### src/rtl/core/iprsm_ram.sv
module iprsm_ram #(
    parameter int WIDTH     = 72,
    parameter int DEPTH     = 64,
    parameter int ADDR_BITS = (DEPTH > 1) ? $clog2(DEPTH) : 1
) (
    input  logic                 clk,
    input  logic                 we,
    input  logic [ADDR_BITS-1:0] waddr,
    input  logic [WIDTH-1:0]     wdata,
    input  logic                 re,
    input  logic [ADDR_BITS-1:0] raddr,
    output logic [WIDTH-1:0]     rdata
);

    logic [WIDTH-1:0] mem [DEPTH];

    always_ff @(posedge clk)
    begin
        if (we)
        begin
            mem[waddr] <= wdata;
        end
        if (re)
        begin
            rdata <= mem[raddr];
        end
    end

endmodule

### config.mk
export PLATFORM = sky130hd
export DESIGN_NAME = iprsm_ram
export DESIGN_NICKNAME = d
export VERILOG_FILES = /design/src/rtl/core/iprsm_ram.sv
export SDC_FILE = /design/constraint.sdc
export NUM_CORES = 2
export LEC_CHECK = 0
export BUFFER_PORTS_ARGS = -buffer_cell sky130_fd_sc_hd__buf_2
export CORE_MARGIN = 1
export CORE_UTILIZATION = 30
export DETAILED_ROUTE_END_ITERATION = 16
export PLACE_DENSITY = 0.44
export RECOVER_POWER = 50
export SYNTH_ARGS = -nofsm -noshare
export SYNTH_HDL_FRONTEND = slang
export SYNTH_MEMORY_MAX_BITS = 65536
export SYNTH_SLANG_ARGS = --single-unit
### constraint.sdc
create_clock -name clk -period 5.93 [get_ports clk]
set_clock_uncertainty 0.15 [all_clocks]
set_input_delay 0.2965 -clock clk [delete_from_list [all_inputs] [get_ports clk]]
set_output_delay 0.2965 -clock clk [all_outputs]
set_load 0.02 [all_outputs]
==> flow_summary.ini <==
[routing]
drcViolationCount = 0
first_pass_iters = 5
vias_per_cell = 5.34
num_vias = 85800
drt_iter0_markers = 10100
avgRoutedWirePerCell_um = 36.7
drt-total-wl_um = 590000
ant_nets = 0

[yosys]
muxShareOfSynthArea_pct = 15.4
ys_ff_latch = 4680
synth-simple-area-share_pct = 0.878
synthTopCellsByCount = edfxtp_1, mux4_2, a22oi_1
synth_area_leaders = edfxtp_1, mux4_2, a22oi_1
ys.flop_type = edfxtp_1
syn_inst = 7305
ys_seq_area_share_pct = 79.9
syn_nets = 7392
synth_compound_area_share_pct = 2.73
synth_fa_ha_area_share_pct = 0
synth-edff-count = 4680
ys.warnings.count = 0
synth_top_area_share_pct = 79.9
ys_types = 26
synth_top_family_by_area = multiplexers
synth-xor-area-share_pct = 0
yosys.area.top_type = edfxtp_1
ys_async_sr_fraction_pct = 0
syn_area_per_cell_um2 = 24.1
syn_area_um2 = 176000
synth.most_common_cell = edfxtp_1

[layout]
final_nets = 7972
syn2layout_area_growth_pct = 16.1
drive_gt1_share_pct = 26.8

[clock_tree]
cts_made_buffers = 480
path_clk_slew_ns = 0.06
cts.sinks = 4680
root_buffer = clkbuf_16
insertion_delay_ns = 1.04
cts_tree = built
clk_path_buf_depth = 4
htreeDepth = 5

[placement]
dp_slack_ns = 2.06
portBuffers = 158
place.gp.congestion = 0.738
dp_hpwl_um = 306000

[worst_setup_path]
cp.required_ns = 6.42
r2r-start = mem[51][47]
worst-r2r-setup-slack_ns = 3.81
start_kind = input pin
end_kind = flip-flop
ff2ff_path_depth = 4
arrival_ns = 4.51
timing.rr.end = rdata[47]
worstSetupPathType = in2reg
critical_path_peak_fanout = 29

[global_route]
grt_pass1_vias = 87700
grt_max_degree = 115
grt_pass1_wl_um = 792000
antenna_found_initial = 68
grt.total_usage_pct = 19.6
overflow = 0

[timing]
finalMaxSlewViolations = 4726
setup_violations = 0
rsz0062_at_grt = no
tightest_slew_ns = 4.55
finalCriticalPeriod_ns = 4.02
period_share_pct = 67.8
slew_headroom_pct = -203
tns_ns = 0
setup_ws_ns = 1.91
hold_violations = 0
timing.fmax_mhz = 249

[power]
p_comb_share_pct = 4.8
p_leak_uw = 0.0620
clkPwrFrac_pct = 42.5
vdd_ir_drop_max_uv = 257
powerDensity_nw_per_um2 = 343
p_int_uw = 54800
switching_share_pct = 21.7
p_seq_share_pct = 52.7
p_sw_uw = 15200

[floorplan]
core_um2 = 583000
ioPinCount = 159
die_x_um = 768
initial_core_util_pct = 30.2
dieArea_um2 = 590000
rows = 280
die_h_um = 768

[outcome]
status = finished with violations
violations = max-capacitance violations, max-slew violations

[flow_run]
max_cap_viol_count = 75

[min_path]
worstHoldPathType = in2reg
whs_path_depth = 3
holdPathEnd = mem[33][59]
hold_start = waddr[4]
-- critical path: stages --
cell	delay (ns)
dlygate4sd3_1	0.53
clkbuf_1	3.06
buf_12	0.37
-- timing repair --
action                                 in CTS  in global routing
setup buffers                               0                  0
endpoints found under the hold margin    4772                  0
resized for setup                           0                  0
hold buffers                               83                  0
-- cell type report --
class	count	area, um2
Antenna cell	21	52.6
Clock buffer	607	12700
Clock inverter	286	2520
Fill cell	53600	378000
Multi-Input combinational cell	2207	33900
Sequential cell	4680	141000
Tap cell	7755	9700
Timing Repair Buffer	516	4790
-- how the worst max path moves through the flow --
stage / startpoint / end / slack, ns / depth (start not counted)
2_1_floorplan: waddr[5] / mem[39][0] / 1.11 / 4
3_3_place_gp: raddr[2] / rdata[43] / 2.02 / 7
3_5_place_dp: raddr[2] / rdata[57] / 2.06 / 7
4_1_cts: waddr[2] / mem[57][2] / 2.66 / 6
5_1_grt: re / rdata[6] / 1.92 / 3
6_report: re / rdata[6] / 1.91 / 3
-- registers in the layout, indices dropped and copies added (netlist names) --
register / cells
mem: 4608
rdata: 72
-- layer usage --
metal  vias to the layer above  global-route usage [%]  wire [um]
met5                         -                       0          0
met2                      3159                    33.6     296000
met1                     48800                    26.7     247000
met4                         0                    4.29      13500
li1                      33100                       -          -
met3                       731                    2.54      33700
-- power groups by stage --
stage | clock [uW] | sequential [uW] | combinational [uW]
floorplan | 0 | 37500 | 1680
global placement | 0 | 37600 | 3320
detailed placement | 0 | 37600 | 3360
CTS | 30400 | 36900 | 3430
global route | 31500 | 36900 | 3540
finish | 29800 | 36900 | 3340
-- through the flow --
| step | power (uW) | cell area (um2) | hold slack [ns] | instances | util, % |
|---|---|---|---|---|---|
| finish | 70000 | 204000 | 0.133 | 16100 | 35.1 |
| global route | 72000 | 204000 | 0.0978 | 16100 | 35.0 |
| CTS | 70700 | 204000 | 0.0683 | 16100 | 35.1 |
| detailed placement | 40900 | 188000 | 0.643 | 15100 | 32.3 |
| global placement | 40900 | 188000 | 0.642 | 15100 | 32.3 |
| floorplan | 39200 | 176000 | 0.245 | 7305 | - |
-- cell usage in the layout, fill, tap and decap left out, types with 76 or more instances in the layout --
master	netlist	routed
o22ai_1	144	144
nand3_1	128	127
buf_4	56	177
a22oi_1	288	288
clkbuf_16	0	491
mux4_2	1152	1152
buf_2	190	80
edfxtp_1	4680	4680
clkbuf_1	143	195
clkinv_1	0	145
buf_12	0	95
mux2i_1	108	108
dlygate4sd3_1	0	83
clkinv_2	0	76
-- logic make-up after synthesis --
| kind of cell | after synthesis |
|---|---|
| buf+inv | 418 |
| mux | 1260 |
| compound gates | 630 |
| simple gates | 317 |
| flops | 4680 |
No activity file was read; power rests on OpenSTA's default activity.
