File: config.mk
export PLATFORM = sky130hd
export DESIGN_NAME = iprsm_select
export DESIGN_NICKNAME = d
export VERILOG_FILES = /design/src/rtl/core/iprsm_pkg.sv /design/src/rtl/core/iprsm_select.sv
export SDC_FILE = /design/constraint.sdc
export NUM_CORES = 1
export LEC_CHECK = 0
export BUFFER_PORTS_ARGS = -buffer_cell sky130_fd_sc_hd__buf_4
export CELL_PAD_IN_SITES_DETAIL_PLACEMENT = 1
export CELL_PAD_IN_SITES_GLOBAL_PLACEMENT = 1
export CORE_ASPECT_RATIO = 0.75
export CORE_MARGIN = 8
export CORE_UTILIZATION = 24
export CTS_CLUSTER_DIAMETER = 100
export DETAILED_ROUTE_END_ITERATION = 16
export PLACE_DENSITY = 0.52
export REMOVE_ABC_BUFFERS = 1
export SLEW_MARGIN = 20
export SYNTH_ARGS = -nofsm -noshare
export SYNTH_HDL_FRONTEND = slang
export SYNTH_SLANG_ARGS = --single-unit
export TNS_END_PERCENT = 1
File: constraint.sdc
create_clock -name clk -period 4.3 [get_ports clk]
set_clock_uncertainty 0.05 [all_clocks]
set_input_delay 0 -clock clk [delete_from_list [all_inputs] [get_ports clk]]
set_output_delay 0 -clock clk [all_outputs]
set_load 0.02 [all_outputs]
File: src/rtl/core/iprsm_pkg.sv
package iprsm_pkg;

    // fixed field widths
    localparam int ADDR_W      = 32;
    localparam int SLOT_W      = 6;
    localparam int CITY_PORT_W = 8;

    // request kinds carried on s_axis_tuser
    localparam logic CMD_WRITE = 1'b0;
    localparam logic CMD_QUERY = 1'b1;

    // input tdata layout, lowest bit up
    localparam int IN_SLOT_LSB   = 0;
    localparam int IN_ENABLE_BIT = IN_SLOT_LSB + SLOT_W;
    localparam int IN_START_LSB  = IN_ENABLE_BIT + 1;
    localparam int IN_END_LSB    = IN_START_LSB + ADDR_W;
    localparam int IN_CITY_LSB   = IN_END_LSB + ADDR_W;
    localparam int IN_QUERY_LSB  = IN_CITY_LSB + CITY_PORT_W;
    localparam int IN_DATA_W     = 112;

    // output tdata layout, lowest bit up
    localparam int OUT_CITY_LSB  = 0;
    localparam int OUT_WIDTH_LSB = OUT_CITY_LSB + CITY_PORT_W;
    localparam int OUT_DATA_W    = 40;

    // scan pipeline control toward the selector
    typedef struct packed {
        logic clear;     // new query, drop the running best
        logic rd_vld;    // memory read data is valid this cycle
        logic slot_vld;  // valid mark of the slot being read
        logic last;      // this read is the final slot of the scan
    } scan_ctl_t;

endpackage

File: src/rtl/core/iprsm_select.sv
module iprsm_select #(
    parameter int CITY_ID_BITS = 8
) (
    input  logic                          clk,
    input  logic                          rst_n,
    input  iprsm_pkg::scan_ctl_t          ctl,
    input  logic [iprsm_pkg::ADDR_W-1:0]  q_addr,
    input  logic [iprsm_pkg::ADDR_W-1:0]  rd_start,
    input  logic [iprsm_pkg::ADDR_W-1:0]  rd_end,
    input  logic [CITY_ID_BITS-1:0]       rd_city,
    output logic                          done,
    output logic                          found,
    output logic [CITY_ID_BITS-1:0]       best_city,
    output logic [iprsm_pkg::ADDR_W-1:0]  best_width
);
    import iprsm_pkg::*;

    // containment and width stage
    logic                    s2_vld_reg;
    logic                    s2_hit_reg;
    logic                    s2_last_reg;
    logic [ADDR_W-1:0]       s2_width_reg;
    logic [CITY_ID_BITS-1:0] s2_city_reg;

    // running best
    logic                    found_reg;
    logic [ADDR_W-1:0]       best_width_reg;
    logic [CITY_ID_BITS-1:0] best_city_reg;
    logic                    take;

    always_ff @(posedge clk or negedge rst_n)
    begin
        if (!rst_n)
        begin
            s2_vld_reg  <= 1'b0;
            s2_hit_reg  <= 1'b0;
            s2_last_reg <= 1'b0;
        end
        else
        begin
            s2_vld_reg  <= ctl.rd_vld;
            s2_hit_reg  <= ctl.rd_vld && ctl.slot_vld
                           && (q_addr >= rd_start) && (q_addr <= rd_end);
            s2_last_reg <= ctl.rd_vld && ctl.last;
        end
    end

    always_ff @(posedge clk)
    begin
        s2_width_reg <= rd_end - rd_start;
        s2_city_reg  <= rd_city;
    end

    // strict less-than keeps the lowest slot on equal widths
    assign take = s2_vld_reg && s2_hit_reg && (!found_reg || (s2_width_reg < best_width_reg));

    always_ff @(posedge clk or negedge rst_n)
    begin
        if (!rst_n)
        begin
            found_reg <= 1'b0;
        end
        else if (ctl.clear)
        begin
            found_reg <= 1'b0;
        end
        else if (take)
        begin
            found_reg <= 1'b1;
        end
    end

    always_ff @(posedge clk)
    begin
        if (take)
        begin
            best_width_reg <= s2_width_reg;
            best_city_reg  <= s2_city_reg;
        end
    end

    assign done       = s2_vld_reg && s2_last_reg;
    assign found      = found_reg;
    assign best_city  = best_city_reg;
    assign best_width = best_width_reg;

endmodule

==> results of run 1 <==
[layer usage]
metal,vias to the layer above,GRT usage
met5,-,0
met4,0,0.0287
met3,12,0.0166
met2,74,0.194
met1,2428,0.190
li1,2799,-
[per-stage QoR]
step | area [um^2] | util | instances | power [uW] | worst slack [ns]
4_1_cts | 8410 | 0.323 | 1202 | 2500 | 1.45
2_1_floorplan | 6360 | - | 674 | 1440 | 0.248
3_5_place_dp | 7960 | 0.306 | 1170 | 1730 | 1.49
3_3_place_gp | 7960 | 0.306 | 1170 | 1720 | 1.51
6_report | 8410 | 0.323 | 1202 | 2460 | 1.53
5_1_grt | 8410 | 0.323 | 1202 | 2630 | 1.29
[power groups by stage]
| stage | Sequential (uW) | Combinational [uW] | Clock, uW |
|---|---|---|---|
| after floorplan | 994 | 449 | 0 |
| after global placement | 1000 | 719 | 0 |
| after detailed placement | 1010 | 719 | 0 |
| after CTS | 991 | 738 | 776 |
| after global routing | 999 | 828 | 801 |
| final | 989 | 728 | 744 |
[Yosys cell counts, drive strengths merged, types with 5 or more instances]
| cell type | n | area share |
|---|---|---|
| nand3 | 9 | 0.0071 |
| dfxtp | 40 | 0.13 |
| nand2b | 7 | 0.0069 |
| nand4 | 22 | 0.022 |
| nor2 | 28 | 0.016 |
| a211oi | 6 | 0.0078 |
| xor2 | 14 | 0.019 |
| nor3 | 10 | 0.0078 |
| o21ai | 29 | 0.023 |
| o21a | 10 | 0.012 |
| a21o | 50 | 0.059 |
| or3 | 5 | 0.0057 |
| and2 | 8 | 0.0082 |
| nand2 | 30 | 0.018 |
| a21oi | 56 | 0.044 |
| edfxtp | 40 | 0.19 |
| xnor2 | 14 | 0.019 |
| inv | 107 | 0.063 |
| nor2b | 6 | 0.0059 |
| ha | 126 | 0.25 |
[critical path: stages, from the launching register on]
cell and delay [ns]:
edfxtp_1 0.40, inv_1 0.07, ha_1 0.22, o21a_1 0.16, o21ai_0 0.13, a21oi_1 0.06
o2111ai_1 0.22, nand4_1 0.12, a21o_1 0.20, a21oi_4 0.56, buf_12 0.27
[worst paths after layout]
check,endpoint,slack (ns)
worst max-delay path,best_city[7]$_DFFE_PP_,1.53
worst min-delay path,s2_width_reg[28]$_DFF_P_,0.04
worst max register to register,best_city[7]$_DFFE_PP_,1.53
worst min register to register,best_city[1]$_DFFE_PP_,0.36
max in group asynchronous,s2_hit_reg$_DFF_PN0_,3.48
min in group asynchronous,found$_DFFE_PN0P_,0.53
[cell families after synthesis]
logic type,share of synthesized area
AOI/OAI and AO/OA,0.197
xor gates and xnor gates,0.0384
adders and majority gates,0.250
buffers and inverters,0.0663
DFF,0.329
muxes,0.00471
and+or+nand+nor,0.114
[repair_timing]
item                                   CTS  global route
endpoints found under the hold margin   17             0
setup endpoints to repair                0             0
hold buffers                            16             0
[area by class of cell]
type / instances / area, um^2
fillers: 3026 / 17600
multi-input cells: 483 / 3870
flip-flops and latches: 84 / 2100
repair buffers: 168 / 1310
well taps: 344 / 430
inverters: 107 / 402
clock buffers: 11 / 253
clock inverters: 5 / 40.0
==> tab_implementation.tex, run 1 <==
\begin{tabular}{lr}
\hline
Metric & Value \\
\hline
\multicolumn{2}{l}{\textbf{Die}} \\
\quad Placement row count & 51 \\
\quad I/O pin count & 152 \\
\quad Core area & 26,000 um\^{}2 \\
\quad DIE WIDTH & 204 um \\
\quad Die area & 32,100 um\^{}2 \\
\quad Die height & 157 um \\
\quad Initial core utilization & 0.245 \\
\multicolumn{2}{l}{\textbf{Drt}} \\
\quad Drt drc & 0 \\
\quad WL met1 & 11,300 um \\
\quad Residual antenna-violating net count after detailed routing & 0 \\
\quad Post-Route WL & 20,900 um \\
\quad Average wire per standard cell & 17.4 um \\
\quad Number of iterations in the first detailed-routing pass & 4 \\
\quad Top sig layer & met4 \\
\quad Total vias in the final route & 5,313 \\
\quad Routed length on met2 & 8870 um \\
\quad Number of DRC markers in iteration 0 & 154 \\
\quad Vias per cell & 4.42 \\
\quad Routed wire length on met3 & 529 um \\
\multicolumn{2}{l}{\textbf{STA}} \\
\quad Final period demand of the worst path & 2.77 ns \\
\quad Slew HR & 0.552 \\
\quad Transition time at the pin with the least slew margin & 0.670 ns \\
\quad Hold Violations, Final & 0 \\
\quad Final clock period utilization by the worst path & 0.645 \\
\quad Final-report setup violation count & 0 \\
\quad Unrepaired setup endpoints after global routing & false \\
\quad Worst Hold Slack & 0.0372 ns \\
\quad Max-slew violation total from the final report & 0 \\
\quad Maximum clock frequency & 361 MHz \\
\quad Sum of negative setup slack & 0 ns \\
\multicolumn{2}{l}{\textbf{Place}} \\
\quad Number of I/O port buffers & 151 \\
\quad Detailed placer's ending HPWL & 18,500 um \\
\quad Placer's final routability congestion estimate & 0.802 \\
\multicolumn{2}{l}{\textbf{Global route}} \\
\quad Wire length of the first global-routing pass & 32,300 um \\
\quad Antenna violations before repair & 0 \\
\quad GRT Residual Overflow & 0 \\
\quad Number of global-route vias before repair & 5,694 \\
\quad Combined global-route utilization of all metal layers & 0.128 \\
\quad Largest net degree at the start of global routing & 23 \\
\multicolumn{2}{l}{\textbf{Power and ir drop}} \\
\quad Peak supply drop & 190 uV \\
\quad Clk network pwr share & 0.302 \\
\quad Leakage dissipation & 0.00424 uW \\
\quad Share of power burned in combinational logic & 0.296 \\
\quad Register share of total power & 0.402 \\
\quad Switching Power & 751 uW \\
\quad Cell area power density & 293 nW/um\^{}2 \\
\quad Internal cell power & 1710 uW \\
\quad Sw Share & 0.305 \\
\multicolumn{2}{l}{\textbf{Synthesis}} \\
\quad Fraction of the yosys area taken by sequential cells & 0.329 \\
\quad Post-Synthesis Cells & 679 \\
\quad Number of unique standard cell types used by synthesis & 58 \\
\quad Share of flip-flops with an asynchronous set or reset & 0.0476 \\
\quad Post-synthesis register bit count & 84 \\
\quad Post-synthesis area per instance & 9.40 um\^{}2 \\
\quad Most common flop cell mapped by yosys & edfxtp\_1 \\
\quad Number of synthesized flops with an enable pin & 40 \\
\quad Number of warning messages in the yosys log & 0 \\
\quad Area of the mapped netlist & 6380 um\^{}2 \\
\multicolumn{2}{l}{\textbf{Clock network}} \\
\quad CTS Buffer Depth & 2 \\
\quad Inserted Clock Buffers & 9 \\
\quad TritonCTS clock tree & yes \\
\quad Post-CTS clock slew at the launch and capture registers of the worst setup and hold paths & 0.07 ns \\
\quad Root buffer cell & clkbuf\_16 \\
\quad Number of gates given a new drive strength after cts & 0 \\
\quad Clock sink count & 84 \\
\quad H-tree depth & 3 \\
\quad Number of buffers added for setup after CTS & 0 \\
\quad Clock network latency to the later pin of the worst-skew pair & 0.33 ns \\
\multicolumn{2}{l}{\textbf{Layout}} \\
\quad Relative area change from synthesis to final layout & 31.8\% \\
\quad Antenna diodes & 0 \\
\quad Leading cell types in the layout, fill and taps excluded & buf\_4 (151), ha\_1 (126), inv\_1 (107) \\
\quad Proportion of layout cells with a drive suffix above 1 & 0.210 \\
\quad Most common cell after layout, fill and taps aside & buf\_4 \\
\quad Post-layout nets & 1,090 \\
\multicolumn{2}{l}{\textbf{Status}} \\
\quad Run status & complete, no violations \\
\multicolumn{2}{l}{\textbf{Critical path}} \\
\quad RR Startpoint & best\_width[2]\$\_DFFE\_PP\_ \\
\quad Max Fanout on Critical Path & 22 \\
\quad Kind of critical path & reg -> reg \\
\quad R2R cell count & 10 \\
\quad Critical path arrival & 2.76 ns \\
\quad Startpoint type of the worst setup path & flip-flop \\
\quad Required time at the worst-slack endpoint & 4.28 ns \\
\quad Worst Setup SP & best\_width[2]\$\_DFFE\_PP\_ \\
\quad CP endpoint kind & flip-flop \\
\multicolumn{2}{l}{\textbf{Min path}} \\
\quad Hold WC Path Type & in -> reg \\
\quad Launch instance of the worst min-delay path & rd\_end[28] \\
\quad Hold path cells & 3 \\
\multicolumn{2}{l}{\textbf{Job}} \\
\quad Count of maximum capacitance violations & 0 \\
\hline
\end{tabular}
Note: power is estimated with default switching activity, not from simulation.
==> run 2, diff against run 1 <==
clock period = 2.9 ns   (was 4.3 ns; I/O delays follow)
==> tab_implementation.tex, run 2 (same netlist as run 1, synthesis figures left out) <==
\begin{tabular}{lr}
\hline
Metric & Value \\
\hline
\multicolumn{2}{l}{\textbf{Global route}} \\
\quad GRT Residual Overflow & 0 (unchanged) \\
\quad Combined global-route utilization of all metal layers & 0.129 (+0.000706) \\
\quad Largest net degree at the start of global routing & 26 (+13\%) \\
\quad Antenna violations before repair & 1 (+1) \\
\quad Wire length of the first global-routing pass & 32,400 um (+0.19\%) \\
\quad Number of global-route vias before repair & 5,684 (-0.18\%) \\
\multicolumn{2}{l}{\textbf{Power and ir drop}} \\
\quad Switching Power & 1100 uW (+46\%) \\
\quad Sw Share & 0.298 (-0.00754) \\
\quad Share of power burned in combinational logic & 0.292 (-0.004) \\
\quad Cell area power density & 439 nW/um\^{}2 (+50\%) \\
\quad Leakage dissipation & 0.00425 uW (+0.23\%) \\
\quad Peak supply drop & 241 uV (+27\%) \\
\quad Clk network pwr share & 0.309 (+0.007) \\
\quad Register share of total power & 0.399 (-0.003) \\
\quad Final Power & 3690 uW (+50\%) \\
\quad Internal cell power & 2590 uW (+52\%) \\
\multicolumn{2}{l}{\textbf{Layout}} \\
\quad Antenna diodes & 0 (unchanged) \\
\quad Most common cell after layout, fill and taps aside & buf\_4 \\
\quad Proportion of layout cells with a drive suffix above 1 & 0.210 (-0.000244) \\
\quad Final core utilization & 0.323 (about the same) \\
\quad Layout Cell Area excl Fill & 8410 um\^{}2 (about the same) \\
\quad Leading cell types in the layout, fill and taps excluded & buf\_4 (153), ha\_1 (126), inv\_1 (107) \\
\quad Post-layout nets & 1,091 (+0.092\%) \\
\quad Relative area change from synthesis to final layout & 31.8\% (about the same) \\
\quad Number of inserted filler cells in the final layout & 3,047 (+0.69\%) \\
\multicolumn{2}{l}{\textbf{Die}} \\
\quad I/O pin count & 152 (unchanged) \\
\quad Core area & 26,000 um\^{}2 (unchanged) \\
\quad DIE WIDTH & 204 um (unchanged) \\
\quad Die area & 32,100 um\^{}2 (unchanged) \\
\quad Die height & 157 um (unchanged) \\
\quad Placement row count & 51 (unchanged) \\
\quad Initial core utilization & 0.245 (unchanged) \\
\multicolumn{2}{l}{\textbf{Critical path}} \\
\quad Critical path cell sequence & dlygate4sd3\_1 > buf\_4 > ha\_1 > fa\_1 > nand2b\_1 > a21oi\_1 > o31a\_1 > o2111a\_2 > o21ai\_0 > a221oi\_1 > xor2\_1 \\
\quad Required time at the worst-slack endpoint & 3.11 ns (-1.17 ns) \\
\quad Startpoint type of the worst setup path & input port \\
\quad CP endpoint kind & flip-flop \\
\quad Worst path max stage delay & 0.54 ns (-0.02 ns) \\
\quad Kind of critical path & in -> reg \\
\quad Crit path max-delay cell type & dlygate4sd3\_1 \\
\quad Critical path arrival & 2.81 ns (+0.05 ns) \\
\quad Max Fanout on Critical Path & 5 (-77\%) \\
\multicolumn{2}{l}{\textbf{Drt}} \\
\quad Residual antenna-violating net count after detailed routing & 0 (unchanged) \\
\quad Average wire per standard cell & 17.4 um (about the same) \\
\quad Post-Route WL & 20,900 um (about the same) \\
\quad Drt drc & 0 (unchanged) \\
\quad Number of DRC markers in iteration 0 & 237 (+54\%) \\
\quad Number of iterations in the first detailed-routing pass & 4 (unchanged) \\
\quad Total vias in the final route & 5,387 (+1.4\%) \\
\quad Vias per cell & 4.48 (+1.3\%) \\
\multicolumn{2}{l}{\textbf{STA}} \\
\quad Hold Violations, Final & 0 (unchanged) \\
\quad Unrepaired setup endpoints after global routing & false \\
\quad Max-slew violation total from the final report & 0 (unchanged) \\
\quad Final-report setup violation count & 0 (unchanged) \\
\quad Final clock period utilization by the worst path & 0.894 \\
\quad Slack of the critical path & 0.307 ns (-1.22 ns) \\
\quad Slew HR & 0.556 (+0.00390) \\
\quad Maximum clock frequency & 386 MHz \\
\quad Final period demand of the worst path & 2.59 ns \\
\quad Transition time at the pin with the least slew margin & 0.659 ns (-0.0113 ns) \\
\multicolumn{2}{l}{\textbf{Clock network}} \\
\quad Post-CTS clock slew at the launch and capture registers of the worst setup and hold paths & 0.06 ns (about the same) \\
\quad Inserted Clock Buffers & 9 (unchanged) \\
\quad Root buffer cell & clkbuf\_16 \\
\quad TritonCTS clock tree & yes \\
\quad Clock network latency to the later pin of the worst-skew pair & 0.33 ns (about the same) \\
\quad CTS Buffer Depth & 2 (unchanged) \\
\quad H-tree depth & 3 (unchanged) \\
\quad Clock sink count & 84 (unchanged) \\
\multicolumn{2}{l}{\textbf{Status}} \\
\quad Run status & complete, no violations \\
\multicolumn{2}{l}{\textbf{Place}} \\
\quad Number of I/O port buffers & 151 (unchanged) \\
\quad Cell Area, Placed & 7950 um\^{}2 (about the same) \\
\quad Placer's final routability congestion estimate & 0.802 (about the same) \\
\quad Worst Setup Slack post-DPL & 0.351 ns (-1.14 ns) \\
\quad Detailed placer's ending HPWL & 18,600 um (+0.39\%) \\
\multicolumn{2}{l}{\textbf{Job}} \\
\quad Count of maximum capacitance violations & 0 (unchanged) \\
\multicolumn{2}{l}{\textbf{Min path}} \\
\quad Hold WC Path Type & in -> reg \\
\hline
\end{tabular}
-- run 2: changes by cell type in the layout (fill, tap and decap cells not counted), sizes merged --
cell      before  now
clkinv         0    2
inv          111  109
buf          152  153
bufinv         0    1
clkinvlp       1    0
-- run 2: worst paths after layout --
path	start	slack [ns]	cells after the start	to
worst max-delay path	rd_start[0]	0.31	11	s2_width_reg[28]$_DFF_P_
worst min-delay path	rd_end[4]	0.04	3	s2_width_reg[4]$_DFF_P_
worst max register to register	best_width[2]$_DFFE_PP_	0.38	10	best_width[4]$_DFFE_PP_
worst min register to register	s2_city_reg[1]$_DFF_P_	0.35	0	best_city[1]$_DFFE_PP_
max in group asynchronous	rst_n	2.10	3	s2_hit_reg$_DFF_PN0_
min in group asynchronous	rst_n	0.53	3	found$_DFFE_PN0P_
-- run 2: per-stage QoR --
step / std cells / hold slack, ns / setup TNS (ns)
after detailed placement: 1171 / -0.251 / 0
after floorplan: 674 / -0.346 / -46.09
after global placement: 1171 / -0.251 / 0
final: 1203 / 0.0410 / 0
after CTS: 1203 / 0.0238 / 0
after global routing: 1203 / 0.0569 / 0
-- run 2: power groups by stage --
| stage | sequential (uW) | clock [uW] | combinational [uW] |
|---|---|---|---|
| after floorplan | 1470 | 0 | 666 |
| after global placement | 1490 | 0 | 1060 |
| after detailed placement | 1500 | 0 | 1060 |
| after CTS | 1480 | 1190 | 1090 |
| after global routing | 1490 | 1240 | 1230 |
| final | 1470 | 1140 | 1080 |
-- run 2: metal layers --
metal  up-vias  share of wire  global-route usage
met4         0          0.011              0.0284
met1      2509           0.54               0.192
met2        70           0.42               0.194
met5         -              0                   0
met3        14          0.022              0.0160
li1       2794              -                   -
-- run 2: final cells by class --
type | count | area [um^2] | area share
Tap cell | 344 | 430 | 0.0512
Clock buffer | 11 | 243 | 0.0289
Sequential cell | 84 | 2100 | 0.250
Inverter | 107 | 402 | 0.0477
Timing Repair Buffer | 169 | 1310 | 0.156
Multi-Input combinational cell | 483 | 3870 | 0.460
Clock inverter | 5 | 58.8 | 0.00699
-- run 2: worst max-delay path: cells and delay by family --
| family | cells | cell delay, ns |
|---|---|---|
| buffers and inverters | 2 | 0.68 |
| xor gates and xnor gates | 1 | 0.17 |
| adders and majority gates | 2 | 0.62 |
| and+or+nand+nor | 1 | 0.18 |
| AOI/OAI and AO/OA | 5 | 1.16 |
-- run 2: what timing repair did --
action / 4_1_cts / 5_1_grt
hold endpoints to repair: 17 / 0
resized for setup: 0 / 0
hold buffers: 16 / 0
buffers inserted: 0 / 0
==> run 3, diff against run 2 <==
ABC_AREA = 1   (was unset)
PLACE_DENSITY = 0.54   (was 0.52)
==> tab_implementation.tex, run 3 <==
\begin{tabular}{lr}
\hline
Metric & Value \\
\hline
\multicolumn{2}{l}{\textbf{Place}} \\
\quad Number of I/O port buffers & 151 (unchanged) \\
\quad Detailed placer's ending HPWL & 19,100 um (+2.7\%) \\
\quad Cell Area, Placed & 8140 um\^{}2 (+2.3\%) \\
\quad Placer's final routability congestion estimate & 0.814 (+1.5\%) \\
\multicolumn{2}{l}{\textbf{Synthesis}} \\
\quad Proportion of netlist area held by the largest area contributor & 0.241 (-0.00582) \\
\quad Most frequent cell after synthesis & nand2\_1 \\
\quad Number of synthesized flops with an enable pin & 40 (unchanged) \\
\quad Post-Synthesis Cells & 843 (+24\%) \\
\quad Main area contributors after synthesis & ha\_1 (24\%), edfxtp\_1 (18\%), dfxtp\_1 (12\%), nand2\_1 (11\%), inv\_1 (8.4\%) \\
\quad Number of unique standard cell types used by synthesis & 30 (-48\%) \\
\quad Post-synthesis area per instance & 7.75 um\^{}2 (-18\%) \\
\quad Most common flop cell mapped by yosys & edfxtp\_1 \\
\quad Share of flip-flops with an asynchronous set or reset & 0.0476 (unchanged) \\
\quad Fraction of the yosys area taken by sequential cells & 0.322 (-0.00775) \\
\quad Area of the mapped netlist & 6540 um\^{}2 (+2.4\%) \\
\quad Post-synthesis register bit count & 84 (unchanged) \\
\quad Number of warning messages in the yosys log & 0 (unchanged) \\
\quad Most common library cells after synthesis & nand2\_1 (191), inv\_1 (146), ha\_1 (126) \\
\quad Yosys top cell by area & ha\_1 \\
\multicolumn{2}{l}{\textbf{Die}} \\
\quad Die height & 159 um (+1.1\%) \\
\quad Die area & 32,800 um\^{}2 (+2.2\%) \\
\quad Initial core utilization & 0.243 (-0.00190) \\
\quad Core area & 26,900 um\^{}2 (+3.2\%) \\
\quad I/O pin count & 152 (unchanged) \\
\quad Placement row count & 52 (+2.0\%) \\
\quad DIE WIDTH & 207 um (+1.1\%) \\
\multicolumn{2}{l}{\textbf{Power and ir drop}} \\
\quad Peak supply drop & 311 uV (+29\%) \\
\quad Leakage dissipation & 0.00442 uW (+4.0\%) \\
\quad Cell area power density & 429 nW/um\^{}2 (-2.2\%) \\
\multicolumn{2}{l}{\textbf{STA}} \\
\quad Final clock period utilization by the worst path & 0.784 (-0.110) \\
\quad Worst Hold Slack & 0.0198 ns (-0.0212 ns) \\
\quad Final period demand of the worst path & 2.27 ns (-0.319 ns) \\
\quad Transition time at the pin with the least slew margin & 0.565 ns (-0.0942 ns) \\
\quad Unrepaired setup endpoints after global routing & false \\
\quad Max-slew violation total from the final report & 0 (unchanged) \\
\quad Hold Violations, Final & 0 (unchanged) \\
\quad Maximum clock frequency & 440 MHz (+14\%) \\
\quad Slew HR & 0.620 (+0.0640) \\
\quad Final-report setup violation count & 0 (unchanged) \\
\multicolumn{2}{l}{\textbf{Critical path}} \\
\quad Required time at the worst-slack endpoint & 3.06 ns (-0.05 ns) \\
\quad Critical path cell sequence & dlygate4sd3\_1 > buf\_4 > ha\_1 > fa\_1 > o21ai\_2 > a21o\_2 > nand2\_1 > nand2\_1 > nand2\_1 > nand3\_1 > nand2\_1 \\
\quad CP endpoint kind & flip-flop \\
\quad Most numerous cell on the critical path & nand2\_1 \\
\quad Worst path max stage delay & 0.54 ns (about the same) \\
\quad Startpoint type of the worst setup path & input port \\
\quad Kind of critical path & in -> reg \\
\quad Crit path max-delay cell type & dlygate4sd3\_1 \\
\quad Kind of cell adding the most delay to the critical path & adder cells \\
\quad Buffer and inverter count on the worst path & 2 (unchanged) \\
\quad Critical path arrival & 2.43 ns (-0.38 ns) \\
\quad Max Fanout on Critical Path & 4 (-1) \\
\multicolumn{2}{l}{\textbf{Clock network}} \\
\quad CTS Buffer Depth & 2 (unchanged) \\
\quad Root buffer cell & clkbuf\_16 \\
\quad Inserted Clock Buffers & 9 (unchanged) \\
\quad Clock network latency to the later pin of the worst-skew pair & 0.33 ns (about the same) \\
\quad TritonCTS clock tree & yes \\
\quad Number of buffers added for setup after CTS & 0 (unchanged) \\
\quad Post-CTS clock slew at the launch and capture registers of the worst setup and hold paths & 0.06 ns (about the same) \\
\quad Number of gates given a new drive strength after cts & 0 (unchanged) \\
\quad Clock sink count & 84 (unchanged) \\
\quad H-tree depth & 3 (unchanged) \\
\quad Hold bufs inserted after CTS & 16 (unchanged) \\
\multicolumn{2}{l}{\textbf{Global route}} \\
\quad Antenna violations before repair & 1 (unchanged) \\
\quad Combined global-route utilization of all metal layers & 0.129 (+0.000166) \\
\quad Wire length of the first global-routing pass & 33,700 um (+4.2\%) \\
\quad Largest net degree at the start of global routing & 26 (unchanged) \\
\quad Number of global-route vias before repair & 6,350 (+12\%) \\
\quad GRT Residual Overflow & 0 (unchanged) \\
\multicolumn{2}{l}{\textbf{Layout}} \\
\quad Number of inserted filler cells in the final layout & 3,287 (+7.9\%) \\
\quad Area taken by flip-flops and latches & 2100 um\^{}2 (unchanged) \\
\quad Layout Cell Area excl Fill & 8600 um\^{}2 (+2.3\%) \\
\quad Leading cell types in the layout, fill and taps excluded & nand2\_1 (191), buf\_4 (153), inv\_1 (146) \\
\quad Area used by multi-input combinational logic & 3900 um\^{}2 (+0.74\%) \\
\quad Proportion of layout cells with a drive suffix above 1 & 0.178 (-0.0315) \\
\quad Antenna diodes & 0 (unchanged) \\
\quad Most common cell after layout, fill and taps aside & nand2\_1 \\
\quad Post-layout nets & 1,260 (+15\%) \\
\quad Relative area change from synthesis to final layout & 31.6\% \\
\multicolumn{2}{l}{\textbf{Drt}} \\
\quad Number of iterations in the first detailed-routing pass & 4 (unchanged) \\
\quad Drt drc & 0 (unchanged) \\
\quad Residual antenna-violating net count after detailed routing & 0 (unchanged) \\
\quad Average wire per standard cell & 15.4 um (-12\%) \\
\quad Number of DRC markers in iteration 0 & 139 (-41\%) \\
\quad Post-Route WL & 21,200 um (+1.4\%) \\
\quad Total vias in the final route & 5,930 (+10\%) \\
\quad Vias per cell & 4.30 (-4.0\%) \\
\multicolumn{2}{l}{\textbf{Job}} \\
\quad Count of maximum capacitance violations & 0 (unchanged) \\
\multicolumn{2}{l}{\textbf{Status}} \\
\quad Run status & complete, no violations \\
\multicolumn{2}{l}{\textbf{Min path}} \\
\quad Hold WC Path Type & in -> reg \\
\hline
\end{tabular}
-- run 3: where the power goes --
part	switching [uW]	leakage, uW	total (uW)	internal [uW]
logic	619	0.00352	1070	453
registers	78.5	0.000751	1460	1380
clock network	461	0.000150	1160	698
total	1160	0.00442	3690	2530
-- run 3: area by class of cell --
cell class	count	area share
inverter	146	0.0637
sequential	84	0.244
clock buffer	10	0.0278
clock inverter	6	0.00814
multi-input combinational	613	0.453
tap	351	0.0510
timing repair buffer	169	0.152
-- run 3: metal layers --
metal / GRT usage / routed length [um]
met4: 0.0255 / 125
met2: 0.186 / 8350
met1: 0.197 / 11800
met5: 0 / 0
met3: 0.0222 / 914
-- run 3: metrics by stage --
step	instances	setup TNS [ns]	utilization	setup slack, ns	total power, uW
after CTS	1379	0	0.320	0.623	3770
after global routing	1379	0	0.320	0.482	3980
after detailed placement	1347	0	0.303	0.646	2560
after floorplan	843	-36.30	-	-0.908	2110
after global placement	1347	0	0.303	0.679	2540
final	1379	0	0.320	0.626	3690
-- run 3: path summary, 6_finish.rpt --
path / slack, ns / end / startpoint / cells after the start
worst max-delay path: 0.63 / s2_width_reg[28]$_DFF_P_ / rd_start[0] / 11
worst min-delay path: 0.02 / s2_width_reg[31]$_DFF_P_ / rd_end[31] / 4
worst max register to register: 0.68 / best_width[8]$_DFFE_PP_ / best_width[5]$_DFFE_PP_ / 12
worst min register to register: 0.35 / best_city[0]$_DFFE_PP_ / s2_city_reg[0]$_DFF_P_ / 0
max in group asynchronous: 2.10 / s2_hit_reg$_DFF_PN0_ / rst_n / 3
min in group asynchronous: 0.53 / found$_DFFE_PN0P_ / rst_n / 3
-- run 3: cell families (layout without fill, tap and decap cells) --
| kind of cell | Yosys count | count (layout) | synth area share |
|---|---|---|---|
| and+or+nand+nor | 316 | 316 | 0.196 |
| adders and majority gates | 127 | 127 | 0.244 |
| AOI/OAI and AO/OA | 151 | 151 | 0.128 |
| buffers and inverters | 146 | 331 | 0.0838 |
| DFF | 84 | 84 | 0.322 |
| xor gates and xnor gates | 19 | 19 | 0.0255 |
-- run 3: worst register-to-register path, stage by stage (launching register included) --
cell      delay [ns]
edfxtp_1        0.35
inv_1           0.05
ha_1            0.30
a21oi_1         0.15
nor2_1          0.05
nor3_1          0.12
nand2_1         0.09
nand2_1         0.06
nand2_1         0.05
nand2_1         0.06
nand2_1         0.08
a21oi_4         0.13
buf_4           0.34
